`src/lsdas_pkg.sv`:
```
// Types, codes and helpers for the log stream demux / ANSI strip core.
// No dependencies; used by the core and its checker.
package lsdas_pkg;

    // token kinds
    localparam logic [2:0] KIND_CHAR  = 3'd0;
    localparam logic [2:0] KIND_LINE  = 3'd1;
    localparam logic [2:0] KIND_PROV  = 3'd2;
    localparam logic [2:0] KIND_EMPTY = 3'd3;
    localparam logic [2:0] KIND_DONE  = 3'd4;

    // configuration register indexes
    localparam logic CFG_TTY_MODE    = 1'b0;
    localparam logic CFG_MAX_PAYLOAD = 1'b1;

    localparam logic [31:0] MAX_PAYLOAD_RST = 32'h0010_0000;
    localparam logic [31:0] SAT32           = 32'hFFFF_FFFF;

    // character codes
    localparam logic [7:0] CH_BEL       = 8'h07;
    localparam logic [7:0] CH_LF        = 8'h0A;
    localparam logic [7:0] CH_CR        = 8'h0D;
    localparam logic [7:0] CH_ESC       = 8'h1B;
    localparam logic [7:0] CH_LBRACKET  = 8'h5B;
    localparam logic [7:0] CH_BSLASH    = 8'h5C;
    localparam logic [7:0] CH_RBRACKET  = 8'h5D;
    localparam logic [7:0] CSI_FINAL_LO = 8'h40;
    localparam logic [7:0] CSI_FINAL_HI = 8'h7E;

    // frame header
    localparam logic [7:0] HDR_STDOUT    = 8'h01;
    localparam logic [7:0] HDR_STDERR    = 8'h02;
    localparam logic [2:0] HDR_LEN_FIRST = 3'd4;
    localparam logic [2:0] HDR_LAST      = 3'd7;
    localparam logic [31:0] HDR_BYTES    = 32'd8;

    // result queue
    localparam int FIFO_DEPTH = 4;
    localparam int FIFO_AW    = 2;
    localparam int FIFO_CW    = 3;
    localparam int MAX_RES    = 2;

    typedef enum logic [4:0] {
        ESC_TEXT    = 5'b00001,
        ESC_SEEN    = 5'b00010,
        ESC_CSI     = 5'b00100,
        ESC_OSC     = 5'b01000,
        ESC_OSC_ESC = 5'b10000
    } t_esc;

    typedef struct packed {
        logic [2:0] kind;
        logic       sid;
        logic [7:0] chr;
    } t_tok;

    typedef struct packed {
        t_tok        tok;
        logic [31:0] total;
        logic        last;
    } t_res;

    function automatic logic [31:0] sat_inc(input logic [31:0] a);
        return (a == SAT32) ? SAT32 : a + 32'd1;
    endfunction

endpackage

```
`src/log_stream_demux_ansi_strip_core.sv`:
```
// A word's results are written into the registered result queue when it is accepted, behind any held results.
// Throughput: one input word per cycle while each word yields at most one result and the master
// side is not stalled; a word with two results is absorbed by the 4-entry result queue.
// s_axis_tready depends only on queue fill (room for two results).
// Reset (i_rst_n low, synchronous) clears parser, escape and line state, empties the
// queue and restores tty_mode = 0, max_payload = 1048576.
module log_stream_demux_ansi_strip_core (
    input  logic        i_clk,
    input  logic        i_rst_n,
    input  logic        s_axis_tvalid,
    output logic        s_axis_tready,
    input  logic [7:0]  s_axis_tdata,   // [7:0] data_byte
    input  logic        s_axis_tuser,   // [0] req_type
    output logic        m_axis_tvalid,
    input  logic        m_axis_tready,
    output logic [39:0] m_axis_tdata,   // [7:0] char_byte, [39:8] discarded_total
    output logic [3:0]  m_axis_tuser,   // [2:0] token_kind, [3] stream_id
    output logic        m_axis_tlast,   // last
    input  logic        i_cfg_valid,
    output logic        o_cfg_ready,
    input  logic        i_cfg_index,
    input  logic [31:0] i_cfg_data
);

    localparam int AW = lsdas_pkg::FIFO_AW;
    localparam int CW = lsdas_pkg::FIFO_CW;

    logic        r_tty_mode;
    logic [31:0] r_max_payload;

    logic [2:0]  r_hdr_cnt,     n_hdr_cnt;
    logic [7:0]  r_hdr_stream,  n_hdr_stream;
    logic [31:0] r_hdr_len,     n_hdr_len;
    logic [31:0] r_payload_left, n_payload_left;
    logic [31:0] r_frame_held,  n_frame_held;
    logic        r_frame_stream, n_frame_stream;
    lsdas_pkg::t_esc r_esc,     n_esc;
    logic [31:0] r_esc_held,    n_esc_held;
    logic        r_cr_seen,     n_cr_seen;
    logic        r_line_open,   n_line_open;
    logic        r_line_stream, n_line_stream;
    logic [31:0] r_discard,     n_discard;

    lsdas_pkg::t_res r_mem [lsdas_pkg::FIFO_DEPTH];
    logic [AW-1:0] r_wr_ptr, r_rd_ptr;
    logic [CW-1:0] r_count;

    logic            in_acc, out_acc;
    logic            strip_en, strip_sid, line_en, bad_hdr;
    logic [7:0]      b;
    logic [31:0]     hdr_len_new, esc_add, frm_add;
    logic [33:0]     disc_sum;
    lsdas_pkg::t_tok tok0, tok1;
    logic [1:0]      tok_cnt;
    lsdas_pkg::t_res head;

    assign o_cfg_ready   = 1'b1;
    assign s_axis_tready = (r_count <= CW'(lsdas_pkg::FIFO_DEPTH - lsdas_pkg::MAX_RES));
    assign in_acc        = s_axis_tvalid && s_axis_tready;
    assign out_acc       = m_axis_tvalid && m_axis_tready;
    assign b             = s_axis_tdata;
    assign hdr_len_new   = {r_hdr_len[23:0], b};

    always_comb begin
        n_hdr_cnt      = r_hdr_cnt;
        n_hdr_stream   = r_hdr_stream;
        n_hdr_len      = r_hdr_len;
        n_payload_left = r_payload_left;
        n_frame_held   = r_frame_held;
        n_frame_stream = r_frame_stream;
        n_esc          = r_esc;
        n_esc_held     = r_esc_held;
        n_cr_seen      = r_cr_seen;
        n_line_open    = r_line_open;
        n_line_stream  = r_line_stream;
        tok0           = '0;
        tok1           = '0;
        tok_cnt        = 2'd0;
        strip_en       = 1'b0;
        strip_sid      = 1'b0;
        line_en        = 1'b0;
        bad_hdr        = 1'b0;
        esc_add        = '0;
        frm_add        = '0;

        // frame parsing / flush
        if (in_acc) begin
            if (s_axis_tuser) begin
                if (r_esc != lsdas_pkg::ESC_TEXT) esc_add = r_esc_held;
                if (r_hdr_cnt != 3'd0 || r_payload_left != 32'd0) frm_add = r_frame_held;
                if (r_cr_seen || r_line_open) begin
                    tok0.kind = r_cr_seen ? lsdas_pkg::KIND_EMPTY : lsdas_pkg::KIND_PROV;
                    tok0.sid  = r_line_stream;
                    tok1.kind = lsdas_pkg::KIND_DONE;
                    tok_cnt   = 2'd2;
                end else begin
                    tok0.kind = lsdas_pkg::KIND_DONE;
                    tok_cnt   = 2'd1;
                end
                n_cr_seen      = 1'b0;
                n_line_open    = 1'b0;
                n_esc          = lsdas_pkg::ESC_TEXT;
                n_esc_held     = '0;
                n_hdr_cnt      = '0;
                n_hdr_stream   = '0;
                n_hdr_len      = '0;
                n_payload_left = '0;
                n_frame_held   = '0;
            end else if (r_tty_mode) begin
                strip_en  = 1'b1;
                strip_sid = 1'b0;
            end else if (r_payload_left != 32'd0) begin
                n_payload_left = r_payload_left - 32'd1;
                n_frame_held   = (r_payload_left == 32'd1) ? 32'd0
                                                           : lsdas_pkg::sat_inc(r_frame_held);
                strip_en       = 1'b1;
                strip_sid      = r_frame_stream;
            end else if (r_hdr_cnt != lsdas_pkg::HDR_LAST) begin
                if (r_hdr_cnt == 3'd0) begin
                    n_hdr_stream = b;
                    n_hdr_len    = '0;
                end else if (r_hdr_cnt >= lsdas_pkg::HDR_LEN_FIRST) begin
                    n_hdr_len = hdr_len_new;
                end
                n_hdr_cnt    = r_hdr_cnt + 3'd1;
                n_frame_held = lsdas_pkg::sat_inc(r_frame_held);
            end else begin
                // eighth header byte: judge the header
                n_hdr_cnt    = '0;
                n_hdr_len    = hdr_len_new;
                n_frame_held = '0;
                if ((r_hdr_stream != lsdas_pkg::HDR_STDOUT &&
                     r_hdr_stream != lsdas_pkg::HDR_STDERR) ||
                    hdr_len_new > r_max_payload) begin
                    bad_hdr = 1'b1;
                end else begin
                    n_frame_stream = (r_hdr_stream == lsdas_pkg::HDR_STDERR);
                    n_payload_left = hdr_len_new;
                    n_frame_held   = (hdr_len_new != 32'd0) ? lsdas_pkg::HDR_BYTES : 32'd0;
                end
            end
        end

        // escape stripping
        if (strip_en) begin
            case (r_esc)
                lsdas_pkg::ESC_TEXT: begin
                    if (b == lsdas_pkg::CH_ESC) begin
                        n_esc      = lsdas_pkg::ESC_SEEN;
                        n_esc_held = 32'd1;
                    end else begin
                        line_en = 1'b1;
                    end
                end
                lsdas_pkg::ESC_SEEN: begin
                    if (b == lsdas_pkg::CH_LBRACKET) begin
                        n_esc      = lsdas_pkg::ESC_CSI;
                        n_esc_held = lsdas_pkg::sat_inc(r_esc_held);
                    end else if (b == lsdas_pkg::CH_RBRACKET) begin
                        n_esc      = lsdas_pkg::ESC_OSC;
                        n_esc_held = lsdas_pkg::sat_inc(r_esc_held);
                    end else begin
                        n_esc      = lsdas_pkg::ESC_TEXT;
                        n_esc_held = '0;
                    end
                end
                lsdas_pkg::ESC_CSI: begin
                    if (b >= lsdas_pkg::CSI_FINAL_LO && b <= lsdas_pkg::CSI_FINAL_HI) begin
                        n_esc      = lsdas_pkg::ESC_TEXT;
                        n_esc_held = '0;
                    end else begin
                        n_esc_held = lsdas_pkg::sat_inc(r_esc_held);
                    end
                end
                lsdas_pkg::ESC_OSC, lsdas_pkg::ESC_OSC_ESC: begin
                    if (b == lsdas_pkg::CH_BEL ||
                        (r_esc == lsdas_pkg::ESC_OSC_ESC && b == lsdas_pkg::CH_BSLASH)) begin
                        n_esc      = lsdas_pkg::ESC_TEXT;
                        n_esc_held = '0;
                    end else begin
                        n_esc      = (b == lsdas_pkg::CH_ESC) ? lsdas_pkg::ESC_OSC_ESC
                                                             : lsdas_pkg::ESC_OSC;
                        n_esc_held = lsdas_pkg::sat_inc(r_esc_held);
                    end
                end
                default: begin
                    n_esc      = lsdas_pkg::ESC_TEXT;
                    n_esc_held = '0;
                end
            endcase
        end

        // line assembly
        if (line_en) begin
            if (r_cr_seen) begin
                n_cr_seen = 1'b0;
                if (b == lsdas_pkg::CH_LF) begin
                    tok0.kind   = lsdas_pkg::KIND_LINE;
                    tok0.sid    = r_line_open ? r_line_stream : strip_sid;
                    tok_cnt     = 2'd1;
                    n_line_open = 1'b0;
                end else begin
                    // CR then other byte: previous line becomes provisional
                    if (r_line_open) begin
                        tok0.kind = lsdas_pkg::KIND_PROV;
                        tok0.sid  = r_line_stream;
                        tok_cnt   = 2'd1;
                    end
                    n_line_open   = 1'b1;
                    n_line_stream = strip_sid;
                    if (b == lsdas_pkg::CH_CR) begin
                        n_cr_seen = 1'b1;
                    end else if (r_line_open) begin
                        tok1.kind = lsdas_pkg::KIND_CHAR;
                        tok1.sid  = strip_sid;
                        tok1.chr  = b;
                        tok_cnt   = 2'd2;
                    end else begin
                        tok0.kind = lsdas_pkg::KIND_CHAR;
                        tok0.sid  = strip_sid;
                        tok0.chr  = b;
                        tok_cnt   = 2'd1;
                    end
                end
            end else if (b == lsdas_pkg::CH_LF) begin
                tok0.kind   = lsdas_pkg::KIND_LINE;
                tok0.sid    = r_line_open ? r_line_stream : strip_sid;
                tok_cnt     = 2'd1;
                n_line_open = 1'b0;
            end else if (b == lsdas_pkg::CH_CR) begin
                n_cr_seen = 1'b1;
            end else begin
                if (!r_line_open) begin
                    n_line_open   = 1'b1;
                    n_line_stream = strip_sid;
                end
                tok0.kind = lsdas_pkg::KIND_CHAR;
                tok0.sid  = strip_sid;
                tok0.chr  = b;
                tok_cnt   = 2'd1;
            end
        end

        // one saturating sum covers escape, frame and bad-header discards
        disc_sum  = {2'b00, r_discard} + {2'b00, esc_add} + {2'b00, frm_add}
                  + (bad_hdr ? {2'b00, lsdas_pkg::HDR_BYTES} : 34'd0);
        n_discard = (disc_sum[33:32] != 2'b00) ? lsdas_pkg::SAT32 : disc_sum[31:0];
    end

    always_ff @(posedge i_clk) begin
        if (!i_rst_n) begin
            r_tty_mode     <= 1'b0;
            r_max_payload  <= lsdas_pkg::MAX_PAYLOAD_RST;
            r_hdr_cnt      <= '0;
            r_hdr_stream   <= '0;
            r_hdr_len      <= '0;
            r_payload_left <= '0;
            r_frame_held   <= '0;
            r_frame_stream <= 1'b0;
            r_esc          <= lsdas_pkg::ESC_TEXT;
            r_esc_held     <= '0;
            r_cr_seen      <= 1'b0;
            r_line_open    <= 1'b0;
            r_line_stream  <= 1'b0;
            r_discard      <= '0;
            r_wr_ptr       <= '0;
            r_rd_ptr       <= '0;
            r_count        <= '0;
        end else begin
            if (i_cfg_valid && o_cfg_ready) begin
                case (i_cfg_index)
                    lsdas_pkg::CFG_TTY_MODE:    r_tty_mode    <= i_cfg_data[0];
                    lsdas_pkg::CFG_MAX_PAYLOAD: r_max_payload <= i_cfg_data;
                    default: ;
                endcase
            end
            r_hdr_cnt      <= n_hdr_cnt;
            r_hdr_stream   <= n_hdr_stream;
            r_hdr_len      <= n_hdr_len;
            r_payload_left <= n_payload_left;
            r_frame_held   <= n_frame_held;
            r_frame_stream <= n_frame_stream;
            r_esc          <= n_esc;
            r_esc_held     <= n_esc_held;
            r_cr_seen      <= n_cr_seen;
            r_line_open    <= n_line_open;
            r_line_stream  <= n_line_stream;
            r_discard      <= n_discard;
            r_wr_ptr       <= r_wr_ptr + AW'(tok_cnt);
            if (out_acc) r_rd_ptr <= r_rd_ptr + AW'(1);
            r_count        <= r_count + CW'(tok_cnt) - CW'(out_acc);
        end
    end

    // result queue storage
    always_ff @(posedge i_clk) begin
        if (tok_cnt != 2'd0) begin
            r_mem[r_wr_ptr] <= '{tok: tok0, total: n_discard, last: (tok_cnt == 2'd1)};
        end
        if (tok_cnt == 2'd2) begin
            r_mem[r_wr_ptr + AW'(1)] <= '{tok: tok1, total: n_discard, last: 1'b1};
        end
    end

    assign head          = r_mem[r_rd_ptr];
    assign m_axis_tvalid = (r_count != '0);
    assign m_axis_tdata  = {head.total, head.tok.chr};
    assign m_axis_tuser  = {head.tok.sid, head.tok.kind};
    assign m_axis_tlast  = head.last;

endmodule

```
`config.mk`:
```
export PLATFORM = sky130hd
export DESIGN_NAME = log_stream_demux_ansi_strip_core
export DESIGN_NICKNAME = d
export VERILOG_FILES = /design/src/lsdas_pkg.sv /design/src/log_stream_demux_ansi_strip_core.sv
export SDC_FILE = /design/constraint.sdc
export NUM_CORES = 1
export LEC_CHECK = 0
export BUFFER_PORTS_ARGS = -buffer_cell sky130_fd_sc_hd__buf_2
export CAP_MARGIN = 5
export CORE_MARGIN = 2
export CORE_UTILIZATION = 65
export CTS_BUF_LIST = sky130_fd_sc_hd__clkbuf_8
export DETAILED_ROUTE_END_ITERATION = 10
export GPL_TIMING_DRIVEN = 0
export PLACE_DENSITY = 0.83
export SLEW_MARGIN = 20
export SYNTH_ARGS = -nofsm -noshare
export SYNTH_HDL_FRONTEND = slang
export SYNTH_SLANG_ARGS = --single-unit
export TNS_END_PERCENT = 10
```
`constraint.sdc`:
```
create_clock -name i_clk -period 7.2 [get_ports i_clk]
set_input_delay 1.08 -clock i_clk [delete_from_list [all_inputs] [get_ports i_clk]]
set_output_delay 1.08 -clock i_clk [all_outputs]
set_load 0.005 [all_outputs]
```
-- Yosys cells after proc, flatten, opt, wreduce, memory -nomap -nowiden
Memory sizes are Yosys's and may differ from the RTL's. A register that Yosys moved wholly into a read port is not among the register bits.
Cells that the tools add are included.
- memories: 1
- memory bits (writable): 180
- input port bits: 47
- word-level logic and storage cells: 232
- bits in read-only memories: 0
- latch bits: 0
- flip-flop bits (word level): 212
- output and inout bits: 48
- memory list (memory ; words ; bits a word ; rd ports ; clocked after memory_dff ; write ports ; line ; RTL):
    r_mem ; 4 ; 45 ; 1 ; 1 ; 2 ; log_stream_demux_ansi_strip_core.sv:44 ; lsdas_pkg::t_res r_mem [lsdas_pkg::FIFO_DEPTH];
- order comparisons: 5
- add/subtract/negate cells: 12
- $mul: 0
- equal/unequal tests: 28
- reduce and logical (&&, ||, !) cells: 28
- bitwise gates (word level): 7
- shift-type cells: 0
- divide/modulo/power cells: 0
- mux-type cells: 134
- operator list (cell ; count):
    $mux 32 ; 27
    $mux 24 ; 6
    $pmux 32 s4 ; 1
    $mux 12 ; 10
    $add 32x1->32 const B ; 2
    $eq 32x32->1 const B ; 2
    $reduce_bool 32->1 ; 2
    $mux 8 ; 7
    $mux 1 ; 44
    $mux 4 ; 10
    $mux 5 ; 7
    $add 33x32->34 ; 1
    $add 34x4->34 ; 1
    $add 32x32->33 ; 1
    $eq 32x1->1 const B ; 1
    $gt 32x32->1 ; 1
    $sub 32x1->32 const B ; 1
    $mux 2 ; 13
    $eq 8x7->1 const B ; 3
    $mux 3 ; 8
    $pmux 5 s4 ; 1
    $eq 8x4->1 const B ; 2
    $ne 3x3->1 const B ; 3
    $eq 8x2->1 const B ; 1
    35 further kinds ; 59

-- Longest topological paths before layout
- depth after elaboration: 13
- depth in mapped cells: 25
- gate-level depth less buffers: 22

-- Worst setup path before layout
OpenSTA, ideal clock, no wires.
- path type: in2reg
- from: input s_axis_tdata[0]
- to: memory r_mem[0][31] (netlist bit), data pin
- setup time: 273 ps
- required time: 6927 ps
- path slack: 1114 ps
- buffers on the path: 2
- data arrival time: 5813 ps
- cell stages on the path: 23
- cell sequence: clkbuf_1 inv_1 ha_1 nor2b_1 o211ai_1 a21o_1 a31oi_1 o21ai_2 nand2_1 nand2_1 fa_1 inv_1 fa_1 ha_1 nor2b_1 o2111ai_1 a21oi_1 o31ai_1 a211oi_1 or4b_1 clkbuf_1 a211oi_1 nor2_1
- RTL lines (element ; line ; RTL):
    from (decl) ; log_stream_demux_ansi_strip_core.sv:12 ; input logic [7:0] s_axis_tdata,
    to (decl) ; log_stream_demux_ansi_strip_core.sv:44 ;

==> metrics.txt <==
Max Clock Freq=143 MHz; crit path kind=reg2reg; drt pass-1 iters=6; Gate power share=43.3%; vias in the first global route=19578; Vias=20643; worst r2r src=r_payload_left[9]$_SDFFE_PN0P_; Setup crit start kind=flip-flop; max-cap violation count=0; status=complete, no violations; CP bufs+invs=4; Tot GR Track Use=37.7%; Slew headroom=25.7%; Critical Path, Cell by Cell=or4_1, buf_2, nor4_4, nand2_1, nor2_4, a31oi_2, clkbuf_1, and2_1, fa_1, fa_1, ha_1, nor2b_1, o2111ai_1, a21oi_2, o31ai_2, a211oi_1, or4b_1, nand2_1, buf_2, clkbuf_1, a21oi_1; hold endpoint=r_max_payload[25]$_SDFFE_PN0P_; H-Tree Depth=3; Post-synth EDFFs=168; Initial Utilization=66.4%; Core Area=33700 um2; share of power burned in registers=33.2%; pwr dens=355 nW/um2; first-pass GRT wire length=106000 um; clk_skew=0.0339 ns; vias per inst=6.60; layout cell share with drive strength beyond 1=11.6%; Distinct cells, synth=85; Crit Reg-Reg Endpoint=r_mem[0][11]$_DFFE_PP_; internal power=5240 uW; Crit. End Element=flip-flop; pin count of the biggest net entering global routing=32; Setup Buffers After CTS=0; Final Hold Viols=0; Hold Path Class=reg2reg; final worst setup slack=0.214 ns; met3 usage=7.78%; HP Start=r_max_payload[25]$_SDFFE_PN0P_; syn avg cell area=9.09 um2; area grow syn2layout=11.5%; Worst-Skew Late Latency=0.63 ns; synth warn=0; Routed wire per std cell=21.6 um; deepest clock path buffer count=3; flops & latches, synth=394; CTS tree=built; clock power share=23.5%; start point of the critical path=r_payload_left[9]$_SDFFE_PN0P_; global route total overflow=0; gpl congestion=0.980; die height=189 um; Clock transition at path regs=0.06 ns; delay of the slowest critical-path stage=0.55 ns; maximum vdd drop=0.688 mV; Post-DRT Antenna Nets=0; Final HPWL DP=49200 um; Critical Path AT=7.31 ns; DRT iter0 DRCs=2578; min Tclk post-route=6.99 ns; die width=189 um; Final setup viols=0; reg2reg path depth=21; met2 usage=58.7%; GR peak layer=met2; worst reg-to-reg setup slack=0.21 ns; Worst EP required=7.53 ns; ys flop type=dfxtp_1; # clock sinks=394; Hold Slack=0.453 ns; crit path max fanout=10; sequential element share of the synthesized area=42.8%; final routed DRC violation total=0; number of CTS-inserted buffers=68; CP top delay family=simple AND/OR/NAND/NOR gates; std cell rows=67; area of the die=35900 um2; post-detailed-routing wire length=67700 um; Sw Ratio=40.9%; IO buf count=92; post-route clock period utilization=97.0%; leak pwr=0.00959 uW; Mapped Nets=2647; Worst path slowest cell=or4b_1; dpl ws=-0.793 ns; Total Negative Setup Slacks=0 ns; Post-Syn Instances=2461; I/O Pins=95; Mapped Area=22400 um2; unrepaired setup endpoints after global routing=true; GR Layer Usage met1=51.8%; Post-layout nets=2814; Worst-Margin Slew=1.11 ns; initial antenna violation count=1; Synth async-reset ratio=0%; Hold Path Stages=2; CTS root buf=clkbuf_8; max-slew violations=0; switching power=3620 uW
[worst max-delay path by stage]
| stage | cells past startpoint | end | slack, ns |
|---|---|---|---|
| 2_1_floorplan | 23 | r_mem[0][31]$_DFFE_PP_ | 1.11 |
| 6_report | 21 | r_mem[0][11]$_DFFE_PP_ | 0.21 |
| 3_5_place_dp | 20 | r_mem[2][31]$_DFFE_PP_ | -0.79 |
| 4_1_cts | 20 | r_mem[0][26]$_DFFE_PP_ | 0.0007 |
| 3_3_place_gp | 19 | r_mem[0][31]$_DFFE_PP_ | -0.80 |
| 5_1_grt | 21 | r_mem[2][27]$_DFFE_PP_ | -0.06 |
[layout by cell type (no fill, tap or decap), drive strengths merged, types with 35 or more instances in the layout]
master and n:
mux4 45, nand3 91, dfxtp 226, inv 115, and3 55, ha 104
clkbuf 200, fa 35, a21oi 331, o21ai 190, nor3 63, nand2 238
and2 62, buf 134, nor2 231, edfxtp 168
[power groups by stage]
stage	clock network [uW]	registers [uW]	logic, uW
final	2090	2940	3840
after global routing	2190	2970	4150
after CTS	2080	2930	3720
after detailed placement	0	2970	3690
after global placement	0	2950	3600
after floorplan	0	2910	2600
[registers in the layout, summed over array words and instances, names as in the netlist, 2 cells and up, named ones only]
| name | cells |
|---|---|
| r_hdr_len | 24 |
| r_esc | 5 |
| r_rd_ptr | 2 |
| r_esc_held | 32 |
| r_discard | 32 |
| r_count | 3 |
| r_max_payload | 32 |
| r_payload_left | 32 |
| r_hdr_stream | 8 |
| r_mem | 180 |
| r_wr_ptr | 2 |
| r_frame_held | 32 |
| r_hdr_cnt | 3 |
[cells in the mapped netlist, drive strengths merged (29+ instances only)]
| cell type | count | area [um2] |
|---|---|---|
| nand4 | 29 | 196 |
| dfxtp | 226 | 4520 |
| a21oi | 331 | 1660 |
| clkbuf | 124 | 467 |
| nand3 | 91 | 455 |
| o21ai | 190 | 955 |
| fa | 35 | 701 |
| nor3 | 63 | 320 |
| nor2 | 231 | 870 |
| edfxtp | 168 | 5040 |
| buf | 37 | 198 |
| and3 | 55 | 344 |
| nand2 | 238 | 893 |
| ha | 104 | 1300 |
| mux4 | 45 | 1010 |
| and2 | 62 | 390 |
| inv | 88 | 330 |
| nor4 | 30 | 209 |
[stage by stage]
stage / std cells / instance area, um2 / power [uW] / util [%]
6_report: 3130 / 24900 / 8870 / 74.0
3_3_place_gp: 3001 / 23400 / 6550 / 69.4
3_5_place_dp: 3006 / 23500 / 6660 / 69.7
2_1_floorplan: 2461 / 22400 / 5520 / -
4_1_cts: 3128 / 24900 / 8730 / 73.9
5_1_grt: 3129 / 24900 / 9310 / 74.0
[per-layer routing]
layer | wire length (um) | share of wire, % | vias up
li1 | - | - | 9280
met2 | 30800 | 45 | 1313
met1 | 27100 | 40 | 9867
met3 | 7640 | 11 | 183
met5 | 0 | 0 | -
met4 | 2240 | 3.3 | 0
[kinds of logic after synthesis]
logic type / synth area share [%]
xor gates and xnor gates: 1.76
DFF: 42.8
adders and majority gates: 8.95
other: 0.0168
and+or+nand+nor: 19.3
AOI/OAI and AO/OA: 17.9
muxes: 4.91
buffers and inverters: 4.45
[worst reg2reg max path, delay by kind of cell, from the launching register on]
family          cells  cell delay, ns
fa+ha+maj           3            1.17
buf+inv             4            1.19
compound gates      6            1.50
flops               1            0.35
simple gates        8            2.49
[final cells by class]
class / instances / area [um2]
Timing Repair Buffer: 97 / 548
Clock inverter: 46 / 315
Clock buffer: 76 / 1050
Sequential cell: 394 / 9570
Multi-Input combinational cell: 1818 / 11900
Fill cell: 2441 / 8760
Tap cell: 448 / 561
Buffer: 161 / 671
Inverter: 88 / 330
Antenna cell: 2 / 5.00
[timing repair]
action | CTS | global route
resized for setup | 13 | 17
endpoints found under the setup margin | 148 | 159
hold buffers | 0 | 0
(Power assumes the default switching activity.)
